===== src/hw/rtl/mulaw_decode_upsample_2x_assert.svh =====
// Assertion macros for the mu-law decoder with 2x upsampling.
`ifndef MULAW_DECODE_UPSAMPLE_2X_ASSERT_SVH
`define MULAW_DECODE_UPSAMPLE_2X_ASSERT_SVH

`ifndef ASSERT_OFF

// The consequent must hold in the same cycle as the antecedent.
`define ASSERT_IMPLY(lbl, clk, rst_n, ante, cons, msg) \
    lbl: assert property (@(posedge clk) disable iff (!rst_n) (ante) |-> (cons)) \
        else $error(msg);

// The consequent must hold in the cycle after the antecedent.
`define ASSERT_NEXT(lbl, clk, rst_n, ante, cons, msg) \
    lbl: assert property (@(posedge clk) disable iff (!rst_n) (ante) |=> (cons)) \
        else $error(msg);

`else

`define ASSERT_IMPLY(lbl, clk, rst_n, ante, cons, msg)
`define ASSERT_NEXT(lbl, clk, rst_n, ante, cons, msg)

`endif

`endif


===== src/hw/rtl/mdu2x_pkg.sv =====
// Package with sample types, result positions and mu-law decode functions.
`timescale 1ns / 1ps

package mdu2x_pkg;

    localparam int SAMPLE_W = 14;

    typedef logic signed [SAMPLE_W-1:0] sample_t;
    typedef logic [1:0]                 pos_t;

    // Position of a result within the four-result sequence of a buffer's last byte.
    localparam pos_t POS_HELD = 2'd0;
    localparam pos_t POS_MID  = 2'd1;
    localparam pos_t POS_CUR  = 2'd2;
    localparam pos_t POS_END  = 2'd3;

    localparam logic [5:0] MULAW_BIAS = 6'd33;

    // G.711 mu-law expansion to linear PCM in -8031..8031.
    function automatic sample_t expand_mulaw(input logic [7:0] code);
        logic [7:0]  inv;
        logic [5:0]  base;
        logic [12:0] mag;
        sample_t     magx;
        sample_t     bias;
        begin
            inv  = ~code;
            base = {1'b0, inv[3:0], 1'b0} + MULAW_BIAS;
            mag  = 13'(base) << inv[6:4];
            magx = sample_t'({1'b0, mag});
            bias = sample_t'({8'd0, MULAW_BIAS});
            expand_mulaw = inv[7] ? (bias - magx) : (magx - bias);
        end
    endfunction

    // Midpoint of two samples, the halved sum truncated toward zero.
    function automatic sample_t midpoint(input sample_t a, input sample_t b);
        logic signed [SAMPLE_W:0] sum;
        logic signed [SAMPLE_W:0] adj;
        logic signed [SAMPLE_W:0] half;
        begin
            sum  = {a[SAMPLE_W-1], a} + {b[SAMPLE_W-1], b};
            adj  = sum + {{SAMPLE_W{1'b0}}, sum[SAMPLE_W]};
            half = adj >>> 1;
            midpoint = half[SAMPLE_W-1:0];
        end
    endfunction

endpackage


===== src/hw/rtl/mulaw_decode_upsample_2x.sv =====
// Top level: mu-law decoder with 2x linear upsampling and a buffer-end mark.
`timescale 1ns / 1ps

//  Channel | Handshake           | Payload
//  --------+---------------------+-------------------------------------
//  input   | in_valid, in_ready  | mulaw_byte, block_last
//  output  | out_valid, out_ready| pcm_sample, run_end, buffer_end
//
// The output register sends one result per cycle while out_ready is high, and that
// register sets the rate. A byte in the middle of a buffer gives two results; the first
// byte of a longer buffer gives none and the last byte of a buffer gives up to four.
// Back-to-back bytes after a buffer's first byte keep the output busy at that rate.
// Reset clears the held sample, the stage valid bits and the result counter.
// A stall on the output holds the result register and then the input stage.

module mulaw_decode_upsample_2x
(
    input  logic                   clk,
    input  logic                   rst_n,

    input  logic                   in_valid,
    output logic                   in_ready,
    input  logic [7:0]             mulaw_byte,
    input  logic                   block_last,

    output logic                   out_valid,
    input  logic                   out_ready,
    output mdu2x_pkg::sample_t     pcm_sample,
    output logic                   run_end,
    output logic                   buffer_end
);

`include "mulaw_decode_upsample_2x_assert.svh"

    // Input stage: one accepted transaction waits here until its results are sent.
    logic                s1_valid_reg;
    logic [7:0]          s1_byte_reg;
    logic                s1_last_reg;

    // Index of the next result of the current item.
    logic [1:0]          idx_reg;

    // The previous decoded sample of the buffer and whether one is held.
    mdu2x_pkg::sample_t  held_sample_reg;
    logic                held_valid_reg;

    // Result register.
    logic                out_valid_reg;
    mdu2x_pkg::sample_t  out_sample_reg;
    logic                out_run_end_reg;
    logic                out_buffer_end_reg;

    mdu2x_pkg::sample_t  cur_sample;
    mdu2x_pkg::sample_t  mid_sample;
    mdu2x_pkg::pos_t     pos;
    mdu2x_pkg::sample_t  res_sample;
    logic                res_run_end;
    logic                res_buffer_end;
    logic                has_results;
    logic                out_free;
    logic                emit;
    logic                retire;

    assign cur_sample = mdu2x_pkg::expand_mulaw(s1_byte_reg);
    assign mid_sample = mdu2x_pkg::midpoint(held_sample_reg, cur_sample);

    // The first byte of a buffer that is not also its last byte is only stored.
    assign has_results = held_valid_reg || s1_last_reg;

    // Without a held sample only the two copies of the current sample are sent,
    // so the sequence starts at the third position.
    assign pos = held_valid_reg ? idx_reg : {1'b1, idx_reg[0]};

    always_comb
    begin
        case (pos)
            mdu2x_pkg::POS_HELD:
            begin
                res_sample     = held_sample_reg;
                res_run_end    = 1'b0;
                res_buffer_end = 1'b0;
            end
            mdu2x_pkg::POS_MID:
            begin
                res_sample     = mid_sample;
                res_run_end    = !s1_last_reg;
                res_buffer_end = 1'b0;
            end
            mdu2x_pkg::POS_CUR:
            begin
                res_sample     = cur_sample;
                res_run_end    = 1'b0;
                res_buffer_end = 1'b0;
            end
            default:
            begin
                res_sample     = cur_sample;
                res_run_end    = 1'b1;
                res_buffer_end = 1'b1;
            end
        endcase
    end

    assign out_free = !out_valid_reg || out_ready;
    assign emit     = s1_valid_reg && has_results && out_free;

    // The item leaves the input stage with its final result, or at once if it has none.
    assign retire   = s1_valid_reg && (!has_results || (emit && res_run_end));
    assign in_ready = !s1_valid_reg || retire;

    always_ff @(posedge clk or negedge rst_n)
    begin
        if (!rst_n)
        begin
            s1_valid_reg    <= 1'b0;
            idx_reg         <= 2'd0;
            held_valid_reg  <= 1'b0;
            held_sample_reg <= '0;
            out_valid_reg   <= 1'b0;
        end
        else
        begin
            if (in_ready)
            begin
                s1_valid_reg <= in_valid;
            end

            if (retire)
            begin
                idx_reg <= 2'd0;
            end
            else if (emit)
            begin
                idx_reg <= idx_reg + 2'd1;
            end

            if (retire)
            begin
                held_sample_reg <= cur_sample;
                held_valid_reg  <= !s1_last_reg;
            end

            if (out_free)
            begin
                out_valid_reg <= emit;
            end
        end
    end

    always_ff @(posedge clk)
    begin
        if (in_valid && in_ready)
        begin
            s1_byte_reg <= mulaw_byte;
            s1_last_reg <= block_last;
        end

        if (emit)
        begin
            out_sample_reg     <= res_sample;
            out_run_end_reg    <= res_run_end;
            out_buffer_end_reg <= res_buffer_end;
        end
    end

    assign out_valid  = out_valid_reg;
    assign pcm_sample = out_sample_reg;
    assign run_end    = out_run_end_reg;
    assign buffer_end = out_buffer_end_reg;

    // Assertions.
    `ASSERT_NEXT(a_last_clears_held, clk, rst_n, retire && s1_last_reg, !held_valid_reg, "held sample survived the end of a buffer")
    `ASSERT_NEXT(a_inner_keeps_held, clk, rst_n, retire && !s1_last_reg, held_valid_reg, "held sample lost inside a buffer")
    `ASSERT_IMPLY(a_short_sequence, clk, rst_n, s1_valid_reg && !held_valid_reg, !idx_reg[1], "result index overran a two-result sequence")
    `ASSERT_IMPLY(a_end_marks, clk, rst_n, out_valid_reg && out_buffer_end_reg, out_run_end_reg, "buffer end without run end")

endmodule

===== config.mk =====
export PLATFORM = sky130hd
export DESIGN_NAME = mulaw_decode_upsample_2x
export DESIGN_NICKNAME = d
export VERILOG_FILES = /design/src/hw/rtl/mdu2x_pkg.sv /design/src/hw/rtl/mulaw_decode_upsample_2x.sv
export VERILOG_INCLUDE_DIRS = /design/src /design/src/hw/rtl
export SDC_FILE = /design/constraint.sdc
export NUM_CORES = 1
export LEC_CHECK = 0
export ABC_CLOCK_PERIOD_IN_PS = 7700
export CAP_MARGIN = 5
export CORE_UTILIZATION = 60
export DETAILED_ROUTE_END_ITERATION = 16
export DONT_BUFFER_PORTS = 1
export PLACE_DENSITY = 0.78
export REMOVE_ABC_BUFFERS = 1
export SETUP_SLACK_MARGIN = 0.2
export SLEW_MARGIN = 40
export SYNTH_ARGS = -nofsm -noshare
export SYNTH_HDL_FRONTEND = slang
export SYNTH_SLANG_ARGS = --single-unit
export TNS_END_PERCENT = 30

===== constraint.sdc =====
create_clock -name clk -period 7.7 [get_ports clk]
set_clock_uncertainty 0.2 [all_clocks]
set_input_delay 0.385 -clock clk [delete_from_list [all_inputs] [get_ports clk]]
set_output_delay 0.385 -clock clk [all_outputs]
set_load 0.01 [all_outputs]

# After elaboration in Yosys (flattened, before gate mapping)
# Cells that the tools add are included.
[op_classes]
add_sub_neg = 6
eq_ne = 2
n_mux = 7
n_bitwise = 1
shift = 1
n_reduce_logical = 17
[op_table]
columns = ["cell", "n"]
rows = [
  ["case mux 14 bit (2 select lines)", 1],
  ["adder 14 x 14 -> 15 bit", 1],
  ["adder 15 x 1 -> 15 bit", 1],
  ["2-to-1 mux 14 bit", 1],
  ["subtractor 13 x 6 -> 14 bit (second input constant)", 1],
  ["subtractor 6 x 13 -> 14 bit (first input constant)", 1],
  ["<< shifter 6 x 3 -> 13 bit", 1],
  ["NOT 8 bit", 1],
  ["adder 5 x 6 -> 6 bit (second input constant)", 1],
  ["2-to-1 mux 2 bit", 3],
  ["logical AND 1 bit", 5],
  ["logical NOT 1 bit", 4],
  ["logical OR 1 bit", 4],
  ["OR reduction 3 bit", 1],
  ["adder 2 x 1 -> 2 bit (second input constant)", 1],
  ["equality test 2 x 1 -> 1 bit (second input constant)", 1],
  ["equality test 2 bit (second input constant)", 1],
  ["logical NOT 2 bit", 1],
  ["case mux 1 bit (2 select lines)", 1],
  ["nonzero test 2 bit", 1],
  ["OR reduction 2 bit", 1],
  ["2-to-1 mux 1 bit", 1],
]
[word_totals]
input_bits = 13
reg_bits = 44
out_inout_bits = 18

# Depth between registers and ports, before layout
[depth]
depth_word = 9
depth_mapped = 20
mapped_depth_nobuf = 18

# Least setup slack after synthesis
# OpenSTA, ideal clock, no wires.
[synth_path]
path_kind = "reg-to-reg"
startpoint = "register s1_byte_reg[4]"
endpoint = "register out_sample_reg[10], in the netlist pcm_sample[10] (data pin)"
required_time_ns = 7.241
setup_slack_ns = 3.241
synth_period_minus_slack_ns = 4.459
path_stages_with_launch = 18
n_path_buf = 1
arrival_ns = 4.000
path_cell_list = "edfxtp_1 -> clkbuf_1 -> inv_1 -> nor3_2 -> inv_1 -> ha_1 -> nand2_1 -> o21ai_1 -> a32o_1 -> or3_1 -> ha_1 -> a2111oi_4 -> o21ai_2 -> a22oi_4 -> o2111ai_4 -> nor3_4 -> xnor2_1 -> a211o_1"
[synth_via]
elab_chain_len = 7
word_cells_on_any_way = 8
cone_classes = "add/sub: 4; shift: 1; mux: 2; bitwise: 1"
[synth_lines]
columns = ["element", "line", "rtl"]
rows = [
  ["start, declared", "mulaw_decode_upsample_2x.sv:37", "logic [7:0] s1_byte_reg;"],
  ["start signal, assigned", "mulaw_decode_upsample_2x.sv:154", "s1_byte_reg <= mulaw_byte;"],
  ["NOT 8 bit *", "mdu2x_pkg.sv:27", "inv = ~code;"],
  ["<< shifter 6 x 3 -> 13 bit *", "mdu2x_pkg.sv:29", "mag = 13'(base) << inv[6:4];"],
  ["subtractor 13 x 6 -> 14 bit or subtractor 6 x 13 -> 14 bit (tied branches)", "mdu2x_pkg.sv:32", "expand_mulaw = inv[7] ? (bias - magx) : (magx - bias);"],
  ["2-to-1 mux 14 bit *", "mdu2x_pkg.sv:32", ""],
  ["via cur_sample[12]", "mulaw_decode_upsample_2x.sv:53", "mdu2x_pkg::sample_t cur_sample;"],
  ["adder 14 x 14 -> 15 bit *", "mdu2x_pkg.sv:42", "sum = {a[SAMPLE_W-1], a} + {b[SAMPLE_W-1], b};"],
  ["adder 15 x 1 -> 15 bit *", "mdu2x_pkg.sv:43", "adj = sum + {{SAMPLE_W{1'b0}}, sum[SAMPLE_W]};"],
  ["case mux 14 bit (2 select lines) *", "mulaw_decode_upsample_2x.sv:76", "case (pos)"],
  ["via res_sample[10]", "mulaw_decode_upsample_2x.sv:56", "mdu2x_pkg::sample_t res_sample;"],
  ["end signal, assigned", "mulaw_decode_upsample_2x.sv:160", "out_sample_reg <= res_sample;"],
  ["end, declared", "mulaw_decode_upsample_2x.sv:49", "mdu2x_pkg::sample_t out_sample_reg;"],
]
# The timed path passes the listed nets; every way through them passes the cells marked *.
# A chain may end at the register's enable or synchronous reset.

# Worst setup path in the final report
[layout_path]
startpoint = "register s1_byte_reg[6]"
endpoint = "register out_sample_reg[10], in the netlist pcm_sample[10] (data pin)"
# The elaborated chain is that of the path after synthesis.

==> flow_summary_export.csv <==
group,metric,value,unit
floorplanning,dieArea,6330,um^2
cells_and_area,drive_above_1_share,11.1,%
worst_setup_path,worstReg2RegStart,"s1_byte_reg[6]",
floorplanning,core,5640,um^2
grt,grt-ovfl-total,0,
clock_network,clk_pin_slew,0.09,ns
synthesis,synth_area_leaders,"edfxtp_1, dfrtp_1, ha_1, xnor2_1, a21oi_1",
cells_and_area,layout_common_cells,"a21oi_1, nand2_1, nor2_1",
floorplanning,ioPinCount,31,
worst_setup_path,rr_endpoint,"pcm_sample[10]",
timing,worst_pin_slew,0.813,ns
clock_network,clk_latency,0.31,ns
min_path,min_from,"in_valid",
synthesis,yosys_register_bits,44,
grt,grt_use_total,28.9,%
worst_setup_path,cp.arrival,5.07,ns
synthesis,ys_async_sr_fraction,43.2,%
routing,antenna_left,0,
clock_network,tritoncts,"yes",
timing,fin_crit_sh,67.5,%
worst_setup_path,endpoint,"pcm_sample[10]",
routing,wire_per_inst,17.8,um
worst_setup_path,critPathMaxFanout,23,
placed_design,gp_congestion,0.918,
floorplanning,rows,27,
worst_setup_path,ff2ff_path_depth,18,
routing,first_pass_iters,6,
placed_design,portBuffers,0,
worst_setup_path,critical_path_class,"reg2reg",
synthesis,yosysWarningCount,0,
run,cap_viol_max_count,0,
timing,setup_viol,0,
worst_setup_path,cp-end-kind,"flip-flop",
floorplanning,die_w,79.5,um
synthesis,ys.flop_type,"edfxtp_1",
run_status,status,"complete, no violations",
routing,drc,0,
floorplanning,start_util,63.9,%
synthesis,yosys.cell_types.count,66,
grt,grt_pass1_wl,13800,um
clock_network,cts_max_level,2,
worst_setup_path,rrSetupSlack,2.51,ns
grt,grt_pass1_vias,2902,
cells_and_area,final_core_util,68.9,%
clock_network,clockBufferDepth,2,
synthesis,avgSynthCellArea,9.23,um^2
timing,hold_viol_final,0,
clock_network,cts_root_buffer,"clkbuf_8",
routing,viasPerCell,6.41,
synthesis,synth_edf_count,25,
placed_design,place.detailed.hpwl,5930,um
clock_network,numClockSinks,44,
min_path,hp-class,"in2reg",
routing,vias,3013,
cells_and_area,nNetsFinal,430,
timing,fmax,192,MHz
synthesis,yosysTopAreaCell,"edfxtp_1",
floorplanning,die_h,79.5,um
grt,antenna_found_initial,0,
routing,wl,8370,um
worst_setup_path,crit_path_start_kind,"flip-flop",
timing,setup_tns,0,ns
timing,slew_violations,0,
timing,relSlewSlack,45.8,%
worst_setup_path,cp-startpoint,"s1_byte_reg[6]",
clock_network,cts-buffers-inserted,5,
cells_and_area,area_delta_synth_final,7.70,%
synthesis,postSynthCellCount,391,
timing,rsz0062_at_grt,"false",
timing,post-route-min-period,5.19,ns
routing,dr.first_iter.drc_count,232,
cells_and_area,diodes,0,
synthesis,synthesis.area,3610,um^2
worst_setup_path,cp.required,7.57,ns
grt,grt_max_degree,28,
synthesis,synth_top_cell_area_share,20.8,%
synthesis,ys_seq_area_share,34.0,%
-- cell families (layout without fill, tap and decap cells) --
group / count (synthesis) / in the layout / share of synthesized area, %
AND/OR/NAND/NOR: 120 / 120 / 17.4
AO/OA/AOI/OAI: 119 / 119 / 23.0
flip-flops: 44 / 44 / 34.0
buffers and inverters: 34 / 41 / 3.61
XOR/XNOR: 30 / 30 / 7.28
multiplexers: 24 / 24 / 7.53
adder cells (fa/ha/maj): 20 / 20 / 7.15
-- per-stage QoR --
stage / area, um^2 / hold slack [ns] / cells / worst slack, ns
2_1_floorplan: 3540 / -0.111 / 374 / 3.17
3_3_place_gp: 3660 / -0.110 / 449 / 2.71
3_5_place_dp: 3670 / -0.110 / 449 / 2.57
4_1_cts: 3880 / 0.314 / 469 / 2.56
5_1_grt: 3880 / 0.320 / 470 / 2.05
6_report: 3880 / 0.315 / 470 / 2.51
-- metal layers --
| metal | part of all wire [%] | vias up | global-route usage, % |
|---|---|---|---|
| li1 | - | 1444 | - |
| met1 | 43 | 1426 | 37.2 |
| met2 | 49 | 120 | 48.7 |
| met3 | 5.6 | 23 | 4.23 |
| met4 | 2.4 | 0 | 11.5 |
| met5 | 0 | - | 0 |
-- final cells by class --
cell class | count | area, um^2
clock buffer | 5 | 68.8
clock inverter | 3 | 23.8
fill | 434 | 1760
inverter | 17 | 63.8
multi-input combinational | 313 | 2260
sequential | 44 | 1230
tap | 72 | 90.1
timing repair buffer | 16 | 148
-- how the worst min path moves through the flow --
stage	endpoint	slack, ns	depth (start not counted)
after floorplan	held_sample_reg[0]	-0.11	0
after global placement	held_sample_reg[1]	-0.11	0
after detailed placement	held_sample_reg[1]	-0.11	0
after CTS	held_valid_reg	0.31	1
after global routing	s1_byte_reg[5]	0.32	1
final	s1_last_reg	0.32	1
-- cells in the mapped netlist (all sizes together), types with 2 or more instances --
master / n
nand3b: 4
buf: 3
and2: 5
mux2i: 8
edfxtp: 25
nand3: 11
a21boi: 2
a211oi: 5
a21oi: 34
a31oi: 5
a211o: 2
nor3b: 7
nand4: 3
a22oi: 2
o31a: 2
nand2b: 8
nor2b: 8
o21ai: 30
a311oi: 3
o21a: 2
inv: 17
xnor2: 19
o211ai: 6
nand2: 31
nor3: 6
clkbuf: 14
a21o: 12
o2111ai: 3
ha: 19
nor2: 28
xor2: 11
mux2: 15
or3: 3
dfrtp: 19
-- critical path, cell delays in order (launching register included) --
cell       delay (ns)
edfxtp_1         0.78
inv_1            0.21
nor3_2           0.51
inv_1            0.10
ha_1             0.23
nand2_1          0.09
o21ai_1          0.12
and2_1           0.21
nor2_1           0.13
xnor2_1          0.20
ha_1             0.40
a21oi_1          0.23
o211a_1          0.23
o211ai_1         0.18
nor3_2           0.29
o2111ai_4        0.20
nor3_4           0.25
xnor2_1          0.11
a211o_1          0.30
-- timing repair --
action                                 in CTS  in global routing
endpoints found under the hold margin      30                 19
setup buffers                               0                  0
hold buffers                               12                  1
resized for setup                           0                  0
Power is left out: the tool's default activity adds up to more than one toggle a clock period on the data nets, which glitch-free logic cannot reach.
